File: config.mk
export PLATFORM = sky130hd
export DESIGN_NAME = base64_decode_stream_flat
export DESIGN_NICKNAME = d
export VERILOG_FILES = /design/src/rtl/b64d_pkg.sv /design/src/rtl/b64d_if.sv /design/src/rtl/b64d_core.sv /design/src/rtl/b64d_out.sv /design/src/rtl/base64_decode_stream.sv /design/src/flat_wrapper.sv
export VERILOG_INCLUDE_DIRS = /design/src /design/src/rtl
export SDC_FILE = /design/constraint.sdc
export NUM_CORES = 1
export LEC_CHECK = 0
export ABC_CLOCK_PERIOD_IN_PS = 4580
export BUFFER_PORTS_ARGS = -buffer_cell sky130_fd_sc_hd__buf_2
export CAP_MARGIN = 0
export CELL_PAD_IN_SITES_DETAIL_PLACEMENT = 1
export CELL_PAD_IN_SITES_GLOBAL_PLACEMENT = 2
export CORE_UTILIZATION = 38
export CTS_CLUSTER_DIAMETER = 80
export DETAILED_ROUTE_END_ITERATION = 6
export HOLD_SLACK_MARGIN = 0.08
export PLACE_DENSITY = 0.81
export SYNTH_ARGS = -nofsm -noshare
export SYNTH_HDL_FRONTEND = slang
export SYNTH_SLANG_ARGS = --single-unit
File: constraint.sdc
create_clock -name clk -period 4.58 [get_ports clk]
set_clock_uncertainty 0.05 [all_clocks]
set_input_delay 0 -clock clk [delete_from_list [all_inputs] [get_ports clk]]
set_output_delay 0 -clock clk [all_outputs]
set_load 0.005 [all_outputs]
File: src/rtl/base64_decode_stream_assert.svh
// Assertion macros shared by the base64 decoder RTL.
// Included by modules that carry concurrent checks; no other dependencies.
`ifndef BASE64_DECODE_STREAM_ASSERT_SVH
`define BASE64_DECODE_STREAM_ASSERT_SVH
`ifndef SYNTHESIS
`define B64D_ASSERT_IMP(lbl, clk, rst, ante, cons, msg) \
  lbl: assert property (@(posedge clk) disable iff (rst) (ante) |-> (cons)) else $error(msg);
`define B64D_ASSERT_NXT(lbl, clk, rst, ante, cons, msg) \
  lbl: assert property (@(posedge clk) disable iff (rst) (ante) |=> (cons)) else $error(msg);
`else
`define B64D_ASSERT_IMP(lbl, clk, rst, ante, cons, msg)
`define B64D_ASSERT_NXT(lbl, clk, rst, ante, cons, msg)
`endif
`endif

File: src/rtl/b64d_pkg.sv
// Shared types, constants and the alphabet lookup of the base64 decoder.
// No dependencies; used by the result interface and all decoder modules.
package b64d_pkg;

  localparam int COUNT_BITS_DEF = 24;
  localparam int LEN_BITS       = 24;

  localparam logic [7:0] CHAR_PAD   = 8'h3D;
  localparam logic [7:0] CHAR_PLUS  = 8'h2B;
  localparam logic [7:0] CHAR_SLASH = 8'h2F;

  localparam logic [1:0] ST_OK      = 2'd0;
  localparam logic [1:0] ST_BAD_ENC = 2'd1;
  localparam logic [1:0] ST_BAD_LEN = 2'd2;

  typedef struct packed {
    logic       ok;
    logic [5:0] val;
  } sextet_t;

  typedef struct packed {
    logic [7:0] in_char;
    logic       char_valid;
    logic       end_of_text;
  } item_t;

  // Everything one input item hands to the result stage.
  typedef struct packed {
    logic                load;
    logic [1:0]          nbytes;
    logic [23:0]         word;
    logic                has_status;
    logic [1:0]          status;
    logic [LEN_BITS-1:0] length;
  } bundle_t;

  function automatic sextet_t sextet_of(input logic [7:0] c);
    sextet_t r;
    r.ok  = 1'b1;
    r.val = 6'd0;
    if (c >= 8'h41 && c <= 8'h5A) begin
      r.val = 6'(c - 8'h41);
    end else if (c >= 8'h61 && c <= 8'h7A) begin
      r.val = 6'(c - 8'h47);
    end else if (c >= 8'h30 && c <= 8'h39) begin
      r.val = 6'(c + 8'h04);
    end else if (c == CHAR_PLUS) begin
      r.val = 6'd62;
    end else if (c == CHAR_SLASH) begin
      r.val = 6'd63;
    end else begin
      r.ok = 1'b0;
    end
    return r;
  endfunction

endpackage

File: src/rtl/b64d_if.sv
// Valid/ready channel interfaces for characters in and results out.
// Depends on b64d_pkg for the length width.
interface b64d_char_if;
  logic       valid;
  logic       ready;
  logic [7:0] in_char;
  logic       char_valid;
  logic       end_of_text;

  modport source (output valid, in_char, char_valid, end_of_text, input ready);
  modport sink   (input valid, in_char, char_valid, end_of_text, output ready);
endinterface

interface b64d_result_if;
  logic                          valid;
  logic                          ready;
  logic [7:0]                    out_byte;
  logic                          is_status;
  logic [1:0]                    status;
  logic [b64d_pkg::LEN_BITS-1:0] decoded_length;
  logic                          last;

  modport source (output valid, out_byte, is_status, status, decoded_length, last,
                  input ready);
  modport sink   (input valid, out_byte, is_status, status, decoded_length, last,
                  output ready);
endinterface

File: src/rtl/b64d_core.sv
// Input register, group state and decode logic of the base64 decoder.
// Depends on b64d_pkg, b64d_if and the assertion macro header.
`include "base64_decode_stream_assert.svh"

module b64d_core #(
  parameter int COUNT_BITS = b64d_pkg::COUNT_BITS_DEF
) (
  input  logic               clk,
  input  logic               rst,
  b64d_char_if.sink          chars,
  input  logic               bundle_free,
  output b64d_pkg::bundle_t  bundle
);

  b64d_pkg::item_t item;
  logic            item_v;
  logic            load;

  logic [17:0]           acc;
  logic [1:0]            char_pos;
  logic                  third_was_pad;
  logic                  bad_flag;
  logic                  finished;
  logic [COUNT_BITS-1:0] byte_count;

  logic [17:0]           acc_next;
  logic [1:0]            char_pos_next;
  logic                  third_was_pad_next;
  logic                  bad_flag_next;
  logic                  finished_next;
  logic [COUNT_BITS-1:0] byte_count_next;

  logic [17:0]           acc_c;
  logic [1:0]            pos_c;
  logic                  third_c;
  logic                  bad_c;
  logic                  fin_c;
  logic [COUNT_BITS-1:0] cnt_c;
  logic [1:0]            nb;
  logic [23:0]           word;
  logic [COUNT_BITS:0]   cnt_sum;
  logic [b64d_pkg::LEN_BITS-1:0] len_sat;

  b64d_pkg::sextet_t sx;
  logic              pad;

  assign load        = item_v && bundle_free;
  assign chars.ready = !item_v || bundle_free;

  always_ff @(posedge clk) begin
    if (rst) begin
      item_v <= 1'b0;
    end else if (chars.ready) begin
      item_v <= chars.valid;
    end
  end

  always_ff @(posedge clk) begin
    if (chars.valid && chars.ready) begin
      item.in_char     <= chars.in_char;
      item.char_valid  <= chars.char_valid;
      item.end_of_text <= chars.end_of_text;
    end
  end

  assign sx      = b64d_pkg::sextet_of(item.in_char);
  assign pad     = (item.in_char == b64d_pkg::CHAR_PAD);
  assign cnt_sum = {1'b0, byte_count} + {{(COUNT_BITS - 1){1'b0}}, nb};

  // State after the character, before the end marker is applied.
  always_comb begin
    acc_c   = acc;
    pos_c   = char_pos;
    third_c = third_was_pad;
    bad_c   = bad_flag;
    fin_c   = finished;
    cnt_c   = byte_count;
    nb      = 2'd0;
    word    = 24'd0;
    if (item.char_valid) begin
      if (!bad_flag && !finished) begin
        case (char_pos)
          2'd0: begin
            if (!sx.ok) begin
              bad_c = 1'b1;
            end else begin
              acc_c = {sx.val, 12'd0};
            end
            third_c = 1'b0;
          end
          2'd1: begin
            if (!sx.ok) begin
              bad_c = 1'b1;
            end else begin
              acc_c = acc | {6'd0, sx.val, 6'd0};
            end
          end
          2'd2: begin
            if (pad) begin
              third_c = 1'b1;
            end else if (!sx.ok) begin
              bad_c = 1'b1;
            end else begin
              acc_c = acc | {12'd0, sx.val};
            end
          end
          default: begin
            if (third_was_pad) begin
              if (!pad) begin
                bad_c = 1'b1;
              end else begin
                nb = 2'd1;
              end
            end else if (pad) begin
              nb = 2'd2;
            end else if (!sx.ok) begin
              bad_c = 1'b1;
            end else begin
              nb = 2'd3;
            end
            word = {acc, (nb == 2'd3) ? sx.val : 6'd0};
            if (nb != 2'd0) begin
              cnt_c = cnt_sum[COUNT_BITS] ? '1 : cnt_sum[COUNT_BITS-1:0];
              fin_c = (nb != 2'd3);
            end
            third_c = 1'b0;
          end
        endcase
      end
      pos_c = char_pos + 2'd1;
    end
  end

  generate
    if (COUNT_BITS > b64d_pkg::LEN_BITS) begin : g_len_wide
      assign len_sat = (|cnt_c[COUNT_BITS-1:b64d_pkg::LEN_BITS]) ? '1
                                                                 : cnt_c[b64d_pkg::LEN_BITS-1:0];
    end else if (COUNT_BITS == b64d_pkg::LEN_BITS) begin : g_len_same
      assign len_sat = cnt_c;
    end else begin : g_len_narrow
      assign len_sat = {{(b64d_pkg::LEN_BITS - COUNT_BITS){1'b0}}, cnt_c};
    end
  endgenerate

  // Build the bundle; on the end marker, add the status result and return to the reset state.
  always_comb begin
    acc_next           = acc_c;
    char_pos_next      = pos_c;
    third_was_pad_next = third_c;
    bad_flag_next      = bad_c;
    finished_next      = fin_c;
    byte_count_next    = cnt_c;
    bundle.load        = load;
    bundle.nbytes      = nb;
    bundle.word        = word;
    bundle.has_status  = item.end_of_text;
    bundle.status      = b64d_pkg::ST_OK;
    bundle.length      = '0;
    if (item.end_of_text) begin
      if (pos_c != 2'd0) begin
        bundle.status = b64d_pkg::ST_BAD_LEN;
      end else if (bad_c) begin
        bundle.status = b64d_pkg::ST_BAD_ENC;
      end else begin
        bundle.length = len_sat;
      end
      acc_next           = '0;
      char_pos_next      = 2'd0;
      third_was_pad_next = 1'b0;
      bad_flag_next      = 1'b0;
      finished_next      = 1'b0;
      byte_count_next    = '0;
    end
  end

  always_ff @(posedge clk) begin
    if (rst) begin
      acc           <= '0;
      char_pos      <= 2'd0;
      third_was_pad <= 1'b0;
      bad_flag      <= 1'b0;
      finished      <= 1'b0;
      byte_count    <= '0;
    end else if (load) begin
      acc           <= acc_next;
      char_pos      <= char_pos_next;
      third_was_pad <= third_was_pad_next;
      bad_flag      <= bad_flag_next;
      finished      <= finished_next;
      byte_count    <= byte_count_next;
    end
  end

  `B64D_ASSERT_IMP(a_bytes_on_fourth, clk, rst, load && (nb != 2'd0), char_pos == 2'd3 && item.char_valid && !bad_flag && !finished, "bytes decoded outside the fourth place of a group")
  `B64D_ASSERT_NXT(a_eot_clears, clk, rst, load && item.end_of_text, char_pos == 2'd0 && !bad_flag && !finished && byte_count == '0, "state not cleared after end marker")
  `B64D_ASSERT_IMP(a_no_bytes_after_pad, clk, rst, finished || bad_flag, nb == 2'd0, "bytes decoded after padding or error")

endmodule

File: src/rtl/b64d_out.sv
// Result register and serializer: delivers a decoded bundle one result a cycle while the receiver is ready.
// Depends on b64d_pkg, b64d_if and the assertion macro header.
`include "base64_decode_stream_assert.svh"

module b64d_out (
  input  logic              clk,
  input  logic              rst,
  input  b64d_pkg::bundle_t bundle,
  output logic              bundle_free,
  b64d_result_if.source     results
);

  logic [1:0]                    byte_left;
  logic                          stat_pend;
  logic [23:0]                   word;
  logic [1:0]                    status;
  logic [b64d_pkg::LEN_BITS-1:0] length;
  logic                          fire;
  logic                          show_status;

  assign show_status = (byte_left == 2'd0) && stat_pend;

  assign results.valid          = (byte_left != 2'd0) || stat_pend;
  assign results.out_byte       = (byte_left != 2'd0) ? word[23:16] : 8'd0;
  assign results.is_status      = show_status;
  assign results.status         = show_status ? status : b64d_pkg::ST_OK;
  assign results.decoded_length = show_status ? length : '0;
  assign results.last           = ((byte_left == 2'd1) && !stat_pend) || show_status;

  assign fire        = results.valid && results.ready;
  assign bundle_free = !results.valid || (results.ready && results.last);

  always_ff @(posedge clk) begin
    if (rst) begin
      byte_left <= 2'd0;
      stat_pend <= 1'b0;
    end else if (bundle.load) begin
      byte_left <= bundle.nbytes;
      stat_pend <= bundle.has_status;
    end else if (fire) begin
      if (byte_left != 2'd0) begin
        byte_left <= byte_left - 2'd1;
      end else begin
        stat_pend <= 1'b0;
      end
    end
  end

  always_ff @(posedge clk) begin
    if (bundle.load) begin
      word   <= bundle.word;
      status <= bundle.status;
      length <= bundle.length;
    end else if (fire) begin
      word <= {word[15:0], 8'd0};
    end
  end

  `B64D_ASSERT_IMP(a_load_when_free, clk, rst, bundle.load, !results.valid || (results.ready && results.last), "bundle loaded over undelivered results")
  `B64D_ASSERT_NXT(a_rest_follows, clk, rst, fire && !results.last, results.valid, "results of one item lost")
  `B64D_ASSERT_IMP(a_status_last, clk, rst, results.valid && results.is_status, results.last, "status result not last")

endmodule

File: src/rtl/base64_decode_stream.sv
// Streaming base64 decoder (standard alphabet, '=' padding), top level.
// A request waits in the core's input register while it is decoded; its bundle
// is registered into the result stage once that is free. Throughput: one request
// per cycle while each request yields at most one result and results are taken;
// a request with more results holds the single-result output port until taken.
// Reset: synchronous, active high; clears the group state and both stages.
module base64_decode_stream #(
  parameter int COUNT_BITS = b64d_pkg::COUNT_BITS_DEF
) (
  input logic           clk,
  input logic           rst,
  b64d_char_if.sink     chars,
  b64d_result_if.source results
);

  // The core holds each request in its input register, classifies the
  // character against the base64 alphabet and updates the group state:
  // the accumulated sextets, the place in the group, the third-place pad
  // flag, the sticky error, the end-of-decoding flag after a padded group,
  // and the saturating byte count. Its output is one bundle per request:
  // up to three bytes and, on the end marker, one status result.
  b64d_pkg::bundle_t bundle;

  // The result stage holds the bundle and hands it out one result per cycle while ready.
  // The core may pass it a new bundle in the same cycle that the last result
  // of the old one is taken, so requests flow without bubbles.
  logic bundle_free;

  b64d_core #(
    .COUNT_BITS (COUNT_BITS)
  ) u_core (
    .clk         (clk),
    .rst         (rst),
    .chars       (chars),
    .bundle_free (bundle_free),
    .bundle      (bundle)
  );

  b64d_out u_out (
    .clk         (clk),
    .rst         (rst),
    .bundle      (bundle),
    .bundle_free (bundle_free),
    .results     (results)
  );

endmodule

File: src/flat_wrapper.sv
// flat-port wrapper written by rule: the top's interface ports become plain ports
module base64_decode_stream_flat 
#(
  parameter int COUNT_BITS = b64d_pkg::COUNT_BITS_DEF
)
  (clk, rst, chars_valid, chars_in_char, chars_char_valid, chars_end_of_text, chars_ready, results_valid, results_out_byte, results_is_status, results_status, results_decoded_length, results_last, results_ready);
  b64d_char_if chars_i ();
  b64d_result_if results_i ();
  input logic clk;
  input logic rst;
  input wire logic [$bits(chars_i.valid)-1:0] chars_valid;
  input wire logic [$bits(chars_i.in_char)-1:0] chars_in_char;
  input wire logic [$bits(chars_i.char_valid)-1:0] chars_char_valid;
  input wire logic [$bits(chars_i.end_of_text)-1:0] chars_end_of_text;
  output wire logic [$bits(chars_i.ready)-1:0] chars_ready;
  output wire logic [$bits(results_i.valid)-1:0] results_valid;
  output wire logic [$bits(results_i.out_byte)-1:0] results_out_byte;
  output wire logic [$bits(results_i.is_status)-1:0] results_is_status;
  output wire logic [$bits(results_i.status)-1:0] results_status;
  output wire logic [$bits(results_i.decoded_length)-1:0] results_decoded_length;
  output wire logic [$bits(results_i.last)-1:0] results_last;
  input wire logic [$bits(results_i.ready)-1:0] results_ready;
  assign chars_i.valid = chars_valid;
  assign chars_i.in_char = chars_in_char;
  assign chars_i.char_valid = chars_char_valid;
  assign chars_i.end_of_text = chars_end_of_text;
  assign chars_ready = chars_i.ready;
  assign results_valid = results_i.valid;
  assign results_out_byte = results_i.out_byte;
  assign results_is_status = results_i.is_status;
  assign results_status = results_i.status;
  assign results_decoded_length = results_i.decoded_length;
  assign results_last = results_i.last;
  assign results_i.ready = results_ready;
  base64_decode_stream #(.COUNT_BITS(COUNT_BITS)) u_core (.clk(clk), .rst(rst), .chars(chars_i), .results(results_i));
endmodule
* Word level (Yosys, flattened, before mapping)
Index checks and enable logic that the tools add are counted.
Storage, ports and cells: output and inout port bits 38, memory bits (writable) 0, memories kept 0, bits in registers 111, bits in read-only memories 0, bits in latches 0
Operators by class: magnitude comparators 6, bitwise logic cells 3, multiplexer cells 71, shift operators 0, multiply operators 0, equality and inequality tests 16, add/subtract/negate cells 6, div/mod/pow operators 0, reduce and logical (&&, ||, !) cells 39
Operator list (number):
- 24-bit two-way mux | 12
- 18-bit two-way mux | 7
- 18-bit case mux with 3 select lines | 1
- 6-bit two-way mux | 6
- 2-bit two-way mux | 16
- 1-bit two-way mux | 26
- 24-bit by 2-bit adder with 25-bit output | 1
- 8-bit by 6-bit == test with 1-bit output, second input constant | 3
- 18-bit by 12-bit OR with 18-bit output | 1
- 18-bit by 6-bit OR with 18-bit output | 1
- 8-bit by 7-bit greater-or-equal comparator with 1-bit output, second input constant | 2
- 8-bit by 7-bit <= comparator with 1-bit output, second input constant | 2
- 2-bit nonzero test | 8
- 3-bit != test, second input constant | 5
- 1-bit logical AND | 10
- 5-bit AND reduction | 2
- 8-bit by 6-bit greater-or-equal comparator with 1-bit output, second input constant | 1
- 8-bit by 6-bit <= comparator with 1-bit output, second input constant | 1
- 8-bit two-way mux | 1
- 8-bit AND reduction | 1
- 6-bit by 3-bit adder with 6-bit output, second input constant | 1
- 3-bit OR reduction | 2
- 6-bit by 1-bit subtractor with 6-bit output, second input constant | 1
- 6-bit by 3-bit subtractor with 6-bit output, second input constant | 1
- other kinds (14) | 29

* Depth between registers and ports, before layout
Gate-level depths: netlist (run 1).
depth after elaboration 22, mapped depth 19, depth with buffers taken out 16

* Cells and area by module
A second synthesis (run 1) with hierarchy kept.
Second synthesis, totals: cells, all modules 682, area total of the unflattened synthesis 6647.6 um2
By module, submodules not included:
- b64d_core | cells each 534, instances 1, area an instance 4391.7 um2
- b64d_out | cells each 148, instances 1, area an instance 2255.9 um2

* Worst setup path after synthesis (run 1)
OpenSTA, ideal clock, no wires.
kind register to register, start reg u_core.u_core.item[4] (netlist name), end reg u_core.u_out.length[22] (netlist name) (data pin), clock period less this slack 4.153 ns, data required time 4.356 ns, slack 0.427 ns, arrival 3.928 ns, cell stages (with the launch flop) 19, path through edfxtp_1 -> buf_2 -> inv_1 -> ha_1 -> a21boi_0 -> mux2i_1 -> o2111a_1 -> o31ai_4 -> buf_2 -> a21oi_1 -> ha_1 -> inv_1 -> fa_1 -> and4b_1 -> nand3_1 -> nor2_1 -> clkbuf_1 -> a31oi_1 -> a311oi_1
Between the ends: longest elaborated chain between the ends 21, elaborated cells on any way between the ends 42, classes of those cells 1 x add/sub; 6 x order compare; 3 x eq/ne; 27 x mux; 5 x reduce/logical
Ends and longest elaborated chain:
- start: declaration | RTL line b64d_core.sv:15 | b64d_pkg::item_t item;
- parallel branches: the longest is 21 deep, another holds 8-bit by 6-bit greater-or-equal comparator with 1-bit output
- end signal: assignment | RTL line b64d_out.sv:53 | length <= bundle.length;
- end: declaration | RTL line b64d_out.sv:17 | logic [b64d_pkg::LEN_BITS-1:0] length;
Parallel ways; which one is timed is not known. The select of a mux whose other input is x is not followed. A chain may end at the register's enable or synchronous reset.

* Worst setup path after layout (run 1)
start reg u_core.u_core.item[4] (netlist name), end reg u_core.u_out.length[5] (netlist name) (data pin)
Same word-level chain as after synthesis.

==> reports/qor.yml, run 1 <==
status: "finished clean"
slew_violations: 0
worstMarginPinSlew_ns: 0.972
synth.most_common_cell: "nand2_1"
die_y_um: 133
via_count: 5906
numCtsBuffers: 9
drt_iter0_markers: 376
ys_seq_elements: 111
ir_drop_v: 0.000233
tritoncts: "yes"
synth_top_cell_by_area: "edfxtp_1"
synth_common_cells: "nand2_1 (61), edfxtp_1 (60), dfxtp_1 (51)"
drc: 0
dp_hpwl_um: 13800
gp_congestion: 0.844
p_leak_uw: 0.00283
yosys_warnings: 0
stdcell_area_mm2: 0.00739
hold_slack_ns: 0.290
grt_max_degree: 55
clock_tree.root_cell: "clkbuf_16"
pin_count: 52
syn_area_per_cell_um2: 9.04
cts_max_path_buffers: 2
area_delta_synth_final_pct: 13.7
wl_um: 19600
place_inst: 962
port_buffers: 51
fin_crit_sh_pct: 92.5
finalSetupViolCount: 0
grt_pass1_vias: 5957
critPathKind: "register to register"
layout.cells.non_filler: 993
setup_tns_ns: 0
synth_enable_flop_cells: 60
htreeDepth: 3
rsz0062_at_grt: "false"
vias_per_cell: 5.95
async_flop_share_pct: 0
max_freq_mhz: 236
finalNetCount: 800
synth_cell_types: 77
row_count: 47
crit_required_ns: 4.73
place_area_mm2: 0.00697
antenna_cells: 0
insertion_delay_ns: 0.36
cp.arrival_ns: 4.39
crit_path_end_kind: "register"
die_w_um: 133
initial_core_util_pct: 39.1
synth-seq-area-share_pct: 43.4
yosys_most_used_dff: "edfxtp_1"
antenna_found_initial: 0
clk_pin_slew_ns: 0.08
hold_viol_final: 0
crit_fanout: 11
core-area_mm2: 0.0166
synth_area_mm2: 0.00650
dr.pass1.iters: 5
reg2reg_depth: 17
max-slew-margin-rel_pct: 34.6
cts.sinks: 111
hold_depth: 2
synthesis.nets: 751
syn-instance-count: 719
hp-class: "input pin to register"
min_period_ns: 4.24
post_cts_buffers: 0
grt_usage_pct: 23.2
drive_gt1_share_pct: 15.1
routedWlPerCell_um: 19.8
drv_cap: 0
ant_nets: 0
yosysTopAreaCellShare_pct: 27.7
die-area_mm2: 0.0176
startpoint_type: "register"
powerDensity_mw_per_mm2: 382
grt_pass1_wl_um: 32200
synth_area_leaders: "edfxtp_1 (28%), dfxtp_1 (16%), and3_1 (4.0%), nand2_1 (3.5%), a21oi_1 (3.5%)"
globalRoute.totalOverflow: 0
-- worst max-delay path, stage by stage, from the launching register on --
cell and delay, ns:
edfxtp_1 0.40, inv_1 0.19, ha_1 0.32, a21boi_0 0.14
mux2i_1 0.25, o2111a_1 0.28, o31ai_4 0.09, a21oi_1 0.20
ha_1 0.24, inv_1 0.06, fa_1 0.44, and4b_1 0.35
and3_1 0.22, nand3_1 0.23, buf_4 0.26, o21ai_0 0.09
a21oi_1 0.09, a211oi_1 0.18
-- through the flow --
| step | power, uW | setup WS (ns) | util [%] |
|---|---|---|---|
| final | 2820 | 0.343 | 44.4 |
| after global routing | 2980 | 0.00849 | 44.4 |
| after CTS | 2850 | 0.388 | 44.4 |
| after detailed placement | 2090 | 0.433 | 41.9 |
| after global placement | 2060 | 0.568 | 41.9 |
| after floorplan | 1800 | 0.427 | - |
-- sequential cells by signal (all words and copies together), names as in the netlist --
name	flops
u_core.u_out.status	2
u_core.u_out.byte_left	2
u_core.u_out.length	24
u_core.u_core.acc	18
u_core.u_core.third_was_pad	1
u_core.u_core.byte_count	24
u_core.u_core.char_pos	2
u_core.u_out.word	24
u_core.u_core.item_v	1
u_core.u_core.finished	1
u_core.u_core.bundle	1
u_core.u_core.item	9
u_core.u_out.stat_pend	1
u_core.u_core.bad_flag	1
-- cell families (layout without fill, tap and decap cells) --
group / after synthesis / after routing / synth area share [%]
AO/OA/AOI/OAI: 200 / 200 / 22.2
flip-flops: 111 / 111 / 43.4
multiplexers: 7 / 7 / 1.12
adder cells (fa/ha/maj): 18 / 18 / 3.58
AND/OR/NAND/NOR: 294 / 294 / 23.7
XOR/XNOR: 1 / 1 / 0.135
buffers and inverters: 88 / 142 / 5.79
-- timing repair --
action	CTS	global route
hold endpoints to repair	14	0
hold buffers	15	0
gates resized for setup	0	0
-- placed cells by master, fill, tap and decap left out, types with 22 or more instances in the layout --
cell,n
inv_1,34
a211oi_1,23
buf_2,51
nor2_1,44
edfxtp_1,60
a31oi_1,22
dfxtp_1,51
a21oi_1,45
and3_1,42
buf_4,25
nand2_1,61
nand3_1,34
nor3_1,32
-- layer usage --
| metal | global-route usage, % | part of all wire, % | wire, um | up-vias |
|---|---|---|---|---|
| li1 | - | - | - | 2812 |
| met1 | 33.7 | 50 | 9740 | 2938 |
| met2 | 35.5 | 45 | 8840 | 139 |
| met3 | 2.80 | 4.0 | 794 | 17 |
| met4 | 7.66 | 1.4 | 267 | 0 |
| met5 | 0 | 0 | 0 | - |
-- cell type report --
cell class	count	area, um2
inverters	35	131
multi-input cells	520	3300
well taps	220	275
clock inverters	6	37.5
flip-flops and latches	111	2820
repair buffers	91	593
clock buffers	10	229
fillers	1969	9250
-- where the power goes --
group	total (uW)	internal, uW	switching [uW]
Sequential	1310	1240	66.1
Clock	749	368	381
Combinational	762	245	517
-- worst paths after layout --
path                          from                      to  slack [ns]
max          u_core.u_core.item[4]  u_core.u_out.length[5]        0.34
min               chars_in_char[2]   u_core.u_core.item[4]        0.29
max reg2reg  u_core.u_core.item[4]  u_core.u_out.length[5]        0.34
min reg2reg  u_core.u_core.acc[10]   u_core.u_core.acc[10]        0.41
Power figures use the tool's default switching activity.
==> run 2: changes to the inputs <==
--- a/config.mk
+++ b/config.mk
@@ -6,16 +6,18 @@
 export SDC_FILE = /design/constraint.sdc
 export NUM_CORES = 1
 export LEC_CHECK = 0
+export ABC_AREA = 1
 export ABC_CLOCK_PERIOD_IN_PS = 4580
 export BUFFER_PORTS_ARGS = -buffer_cell sky130_fd_sc_hd__buf_2
-export CAP_MARGIN = 0
+export CAP_MARGIN = 25
 export CELL_PAD_IN_SITES_DETAIL_PLACEMENT = 1
 export CELL_PAD_IN_SITES_GLOBAL_PLACEMENT = 2
-export CORE_UTILIZATION = 38
+export CORE_UTILIZATION = 35
 export CTS_CLUSTER_DIAMETER = 80
 export DETAILED_ROUTE_END_ITERATION = 6
 export HOLD_SLACK_MARGIN = 0.08
 export PLACE_DENSITY = 0.81
 export SYNTH_ARGS = -nofsm -noshare
 export SYNTH_HDL_FRONTEND = slang
+export SYNTH_HIERARCHICAL = 1
 export SYNTH_SLANG_ARGS = --single-unit
==> run 2 against run 1 <==
Sequential power is essentially flat. Clock power grew 6.7%. Clock-buffer cell count shrank 1. Fmax grew 2.9%. Combinational power grew 2%. Critical path type unchanged. Highest routed layer unchanged.
==> reports/qor.yml, run 2 <==
status: "finished clean"
max-slew-margin-rel_pct: 39.6
initial_core_util_pct: 35.9
ant_nets: 0
p_leak_uw: 0.00335
hold-path-endpoint: "u_core/u_core/acc[16]"
setup_ws_ns: 0.462
final_common_cell: "nand2_1"
globalRoute.totalOverflow: 0
cp_slowest_cell: "edfxtp_1"
area_delta_synth_final_pct: 13.3
cts.sinks: 111
pre_cts_slack_ns: 0.294
cp.arrival_ns: 4.28
syn_area_per_cell_um2: 7.28
tritoncts: "yes"
yosysTopAreaCellShare_pct: 26.8
antenna_found_initial: 0
synth_enable_flop_cells: 60
grt_pass1_vias: 5608
drv_cap: 0
synth_fa_ha_area_share_pct: 3.64
synth.area.mux_share_pct: 0
drive_gt1_share_pct: 14.6
die_w_um: 141
row_count: 50
synth_cell_types: 42
synth_area_mm2: 0.00673
final.fill_count: 2397
numCtsBuffers: 9
die_y_um: 141
rsz0062_at_grt: "false"
slew_violations: 0
powerDensity_mw_per_mm2: 381
crit_path_end_kind: "register"
hp-class: "input pin to register"
async_flop_share_pct: 0
die-area_mm2: 0.0198
yosys_warnings: 6
grt_pass1_wl_um: 29700
synthesis.nets: 958
highest-signal-layer: "met4"
critPathKind: "register to register"
path_delay_family: "simple AND/OR/NAND/NOR gates"
worstHoldStart: "rst"
drc: 0
synth_common_cells: "nand2_1 (224), nor2_1 (157), inv_1 (151)"
synth_xor_area_share_pct: 1.30
synth_top_cell_by_area: "edfxtp_1"
r2r-start: "u_core/u_core/item[5]"
core-area_mm2: 0.0188
synth.most_common_cell: "nand2_1"
fin_crit_sh_pct: 89.9
r2r_end: "u_core/u_out/length[10]"
min_period_ns: 4.12
pin_count: 52
finalSetupViolCount: 0
hold_depth: 2
startpoint_type: "register"
syn-instance-count: 925
synth-seq-area-share_pct: 41.9
max_freq_mhz: 243
dp_hpwl_um: 13300
crit_buf_inv: 3
hold_slack_ns: 0.213
place_inst: 1188
final_cell_mix: "nand2_1 (224), nor2_1 (155), inv_1 (149)"
crit_fanout: 7
cts_max_path_buffers: 2
hold_viol_final: 0
ys_seq_elements: 111
dr.pass1.iters: 4
grt_usage_pct: 19.3
setup_tns_ns: 0
path_cells: "inv_1 > ha_1 > nand2_1 > nand4_1 > nand2_1 > nor2_4 > nor2_4 > nand3_4 > nand3_4 > nor2_2 > ha_1 > inv_1 > fa_1 > nor2_1 > nand3_1 > nor2_4 > nand2_1 > nor2_1 > nand3b_1 > o21ai_0 > o21ai_0 > o21ai_1 > inv_1 > nor2_1"
wl_met2_um: 7520
yosys_most_used_dff: "edfxtp_1"
synth_area_leaders: "edfxtp_1 (27%), dfxtp_1 (15%), nand2_1 (12%), nor2_1 (8.8%), inv_1 (8.4%)"
worst-r2r-setup-slack_ns: 0.46
wirelength_met1_um: 9940
ir_drop_v: 0.000199
met3_length_um: 644
worstMarginPinSlew_ns: 0.906
synth_top_family_by_area: "simple AND/OR/NAND/NOR gates"
layout.cells.non_filler: 1223
top_regs: "u_core/u_core/byte_count (24), u_core/u_out/length (24), u_core/u_out/word (24)"
insertion_delay_ns: 0.36
vias_per_cell: 4.68
synth_compound_area_share_pct: 8.77
wl_um: 18300
gp_congestion: 0.841
clock_tree.root_cell: "clkbuf_16"
via_count: 5727
reg2reg_depth: 24
cp_slowest_stage_delay_ns: 0.51
drt_iter0_markers: 318
finalNetCount: 1017
crit_required_ns: 4.74
antenna_cells: 0
htreeDepth: 3
port_buffers: 51
clk_pin_slew_ns: 0.08
routedWlPerCell_um: 15.0
synth_simple_gate_area_share_pct: 32.3
grt_max_degree: 56
-- run 2: cell types whose count changed after synthesis, sizes merged, moves of 13 or more --
cell,change
o21ai,+24
o31ai,-13
clkbuf,-22
nor2,+121
and3,-42
nand3,+16
a211oi,-20
nand2,+178
nor2b,-16
inv,+131
a31oi,-22
nor3,-27
-- run 2: layer usage --
layer  global-route usage [%]  vias up
met5                        0        -
met4                     5.89        0
met3                     2.34       12
met2                     28.2       85
met1                     29.2     2621
li1                         -     3009
-- run 2: worst max-delay path by stage --
stage | startpoint | to | cells after the start
final | u_core/u_core/item[5] | u_core/u_out/length[10] | 24
after global routing | u_core/u_core/item[5] | u_core/u_out/length[10] | 24
after CTS | u_core/u_core/item[4] | u_core/u_out/length[10] | 25
after detailed placement | u_core/u_core/item[4] | u_core/u_out/length[10] | 26
after global placement | u_core/u_core/item[5] | u_core/u_out/length[10] | 24
after floorplan | u_core/u_core/item[4] | u_core/u_out/length[20] | 26
-- run 2: final cells by class --
| cell class | instances | area (um2) | area share [%] |
|---|---|---|---|
| Timing Repair Buffer | 76 | 473 | 6.20 |
| Clock inverter | 7 | 73.8 | 0.968 |
| Inverter | 166 | 628 | 8.24 |
| Tap cell | 234 | 293 | 3.84 |
| Sequential cell | 111 | 2820 | 37.0 |
| Multi-Input combinational cell | 620 | 3110 | 40.8 |
| Clock buffer | 9 | 225 | 2.95 |
-- run 2: what timing repair did --
action	4_1_cts	5_1_grt
hold buffers	12	0
hold endpoints to repair	14	0
buffers inserted	0	7
gates resized for setup	0	5
endpoints found under the setup margin	0	43
-- run 2: cell families (layout without fill, tap and decap cells) --
| logic type | count (synthesis) | count (layout) |
|---|---|---|
| buffers and inverters | 194 | 258 |
| xor gates and xnor gates | 10 | 10 |
| AOI/OAI and AO/OA | 105 | 105 |
| and+or+nand+nor | 486 | 486 |
| DFF | 111 | 111 |
| adders and majority gates | 19 | 19 |
-- run 2: metrics by stage --
stage	utilization (%)	area, um2	power, uW
4_1_cts	40.3	7560	2940
3_5_place_dp	38.1	7140	2120
5_1_grt	40.6	7620	3080
6_report	40.6	7620	2900
3_3_place_gp	38.1	7140	2110
2_1_floorplan	-	6730	1870
-- run 2: power by group --
part	leakage [uW]	switching, uW	internal [uW]
combinational	0.00221	543	237
sequential	0.000994	70.6	1250
clock	0.000147	410	388
total	0.00335	1020	1880
==> run 3: changes to the inputs <==
--- a/config.mk
+++ b/config.mk
@@ -17,6 +17,7 @@
 export DETAILED_ROUTE_END_ITERATION = 6
 export HOLD_SLACK_MARGIN = 0.08
 export PLACE_DENSITY = 0.81
+export RECOVER_POWER = 50
 export SYNTH_ARGS = -nofsm -noshare
 export SYNTH_HDL_FRONTEND = slang
 export SYNTH_HIERARCHICAL = 1
==> run 3 against run 2 <==
Sequential share of layout area rose by 0.28 points. Fmax rose by 0.31%. Power fell by 0.67%. Wire length rose by 0.33%. Critical endpoint unchanged. Global-route usage did not move. Sequential power barely moved. Highest routed layer unchanged. Cell count did not move. Non-clock buffer count did not move. Flip-flop and latch count did not move. Die area did not move. Clock-buffer cell count did not move. Setup slack improved by 0.013 ns.
==> reports/qor.yml, run 3 (synthesized netlist as in run 2, its figures left out) <==
hp-class: "input pin to register"
critPathKind: "register to register"
setup_tns_ns: 0
max-slew-margin-rel_pct: 8.17
layout.cells.non_filler: 1223
die-area_mm2: 0.0198
rsz0062_at_grt: "false"
crit_required_ns: 4.74
cp.arrival_ns: 4.27
cp_slowest_cell: "edfxtp_1"
clk_pin_slew_ns: 0.08
gp_congestion: 0.841
final.fill_count: 2404
globalRoute.totalOverflow: 0
cts.sinks: 111
max_freq_mhz: 244
grt_usage_pct: 19.3
die_y_um: 141
die_w_um: 141
place_area_mm2: 0.00714
tritoncts: "yes"
antenna_cells: 0
htreeDepth: 3
port_buffers: 51
final_common_cell: "nand2_1"
grt_max_degree: 56
antenna_found_initial: 0
crit_fanout: 7
fin_crit_sh_pct: 89.6
place_inst: 1188
final_cell_mix: "nand2_1 (226), nor2_1 (155), inv_1 (151)"
pin_count: 52
grt_pass1_wl_um: 29700
area_delta_synth_final_pct: 12.4
initial_core_util_pct: 35.9
cts_max_path_buffers: 2
path_cells: "inv_1 > ha_1 > nand2_1 > nand4_1 > nand2_1 > nor2_4 > nor2_4 > nand3_4 > nand3_4 > nor2_2 > ha_1 > inv_1 > fa_1 > nor2_1 > nand3_1 > nor2_4 > nand2_1 > nor2_1 > nand3b_1 > o21ai_0 > o21ai_0 > o21ai_1 > inv_1 > nor2_1"
routedWlPerCell_um: 15.0
drv_cap: 0
ant_nets: 0
worstMarginPinSlew_ns: 1.38
top_regs: "u_core/u_core/byte_count (24), u_core/u_out/length (24), u_core/u_out/word (24)"
drt_iter0_markers: 330
drc: 0
insertion_delay_ns: 0.36
ir_drop_v: 0.000198
min_period_ns: 4.11
powerDensity_mw_per_mm2: 381
stdcell_area_mm2: 0.00757
core-area_mm2: 0.0188
via_count: 5702
cp_slowest_stage_delay_ns: 0.51
vias_per_cell: 4.66
row_count: 50
wl_um: 18400
finalNetCount: 1017
grt_pass1_vias: 5608
startpoint_type: "register"
p_leak_uw: 0.00324
drive_gt1_share_pct: 11.6
crit_path_end_kind: "register"
numCtsBuffers: 9
status: "finished clean"
dp_hpwl_um: 13300
clock_tree.root_cell: "clkbuf_16"
slew_violations: 0
hold_viol_final: 0
finalSetupViolCount: 0
dr.pass1.iters: 4
==> run 3: cell count changes in the layout (fill, tap and decap cells not counted), sizes merged <==
cell and change:
inv -1, buf -36, clkbuf +36, clkinvlp +1
==> run 3: layer usage <==
metal	share of wire [%]	vias up	track usage (%)
li1	-	3006	-
met4	1.2	0	5.89
met2	41	80	28.2
met5	0	-	0
met1	53	2604	29.2
met3	3.9	12	2.34
==> run 3: critical path, delay by kind of cell, from the launching register on <==
kind | cells | cell delay (ns)
AOI/OAI and AO/OA | 3 | 0.44
DFF | 1 | 0.51
adders and majority gates | 3 | 0.78
buffers and inverters | 3 | 0.30
and+or+nand+nor | 15 | 1.86
==> run 3: report_power, final <==
| group | internal, uW | switching (uW) |
|---|---|---|
| registers | 1260 | 70.2 |
| logic | 219 | 537 |
| clock network | 388 | 412 |
| total | 1860 | 1020 |
==> run 3: area by class of cell <==
cell class	count	area (um2)	share of cell area, %
Inverter	166	627	8.28
Sequential cell	111	2820	37.3
Multi-Input combinational cell	620	3090	40.8
Timing Repair Buffer	76	437	5.77
Clock buffer	9	225	2.98
Clock inverter	7	73.8	0.976
Tap cell	234	293	3.87
==> run 3: worst paths after layout <==
kind	from	slack [ns]	endpoint	cells after the start
setup / recovery	u_core/u_core/item[5]	0.47	u_core/u_out/length[10]	24
hold / removal	rst	0.22	u_core/u_core/acc[16]	2
setup reg to reg	u_core/u_core/item[5]	0.47	u_core/u_out/length[10]	24
hold reg to reg	u_core/u_core/acc[4]	0.42	u_core/u_core/acc[4]	2
==> run 3: what timing repair did <==
action / CTS / global route
endpoints found under the setup margin: 0 / 43
hold buffers: 12 / 0
setup buffers: 0 / 7
hold endpoints to repair: 14 / 0
gates resized for setup: 0 / 5
==> run 3: metrics by stage <==
step	setup WS [ns]	util, %	total power, uW	hold slack (ns)
after floorplan	0.848	-	1870	0.0489
after detailed placement	0.294	38.1	2120	0.128
after global placement	0.377	38.1	2110	0.127
final	0.475	40.3	2880	0.219
after CTS	0.253	40.3	2940	0.202
after global routing	0.0703	40.3	3060	0.228
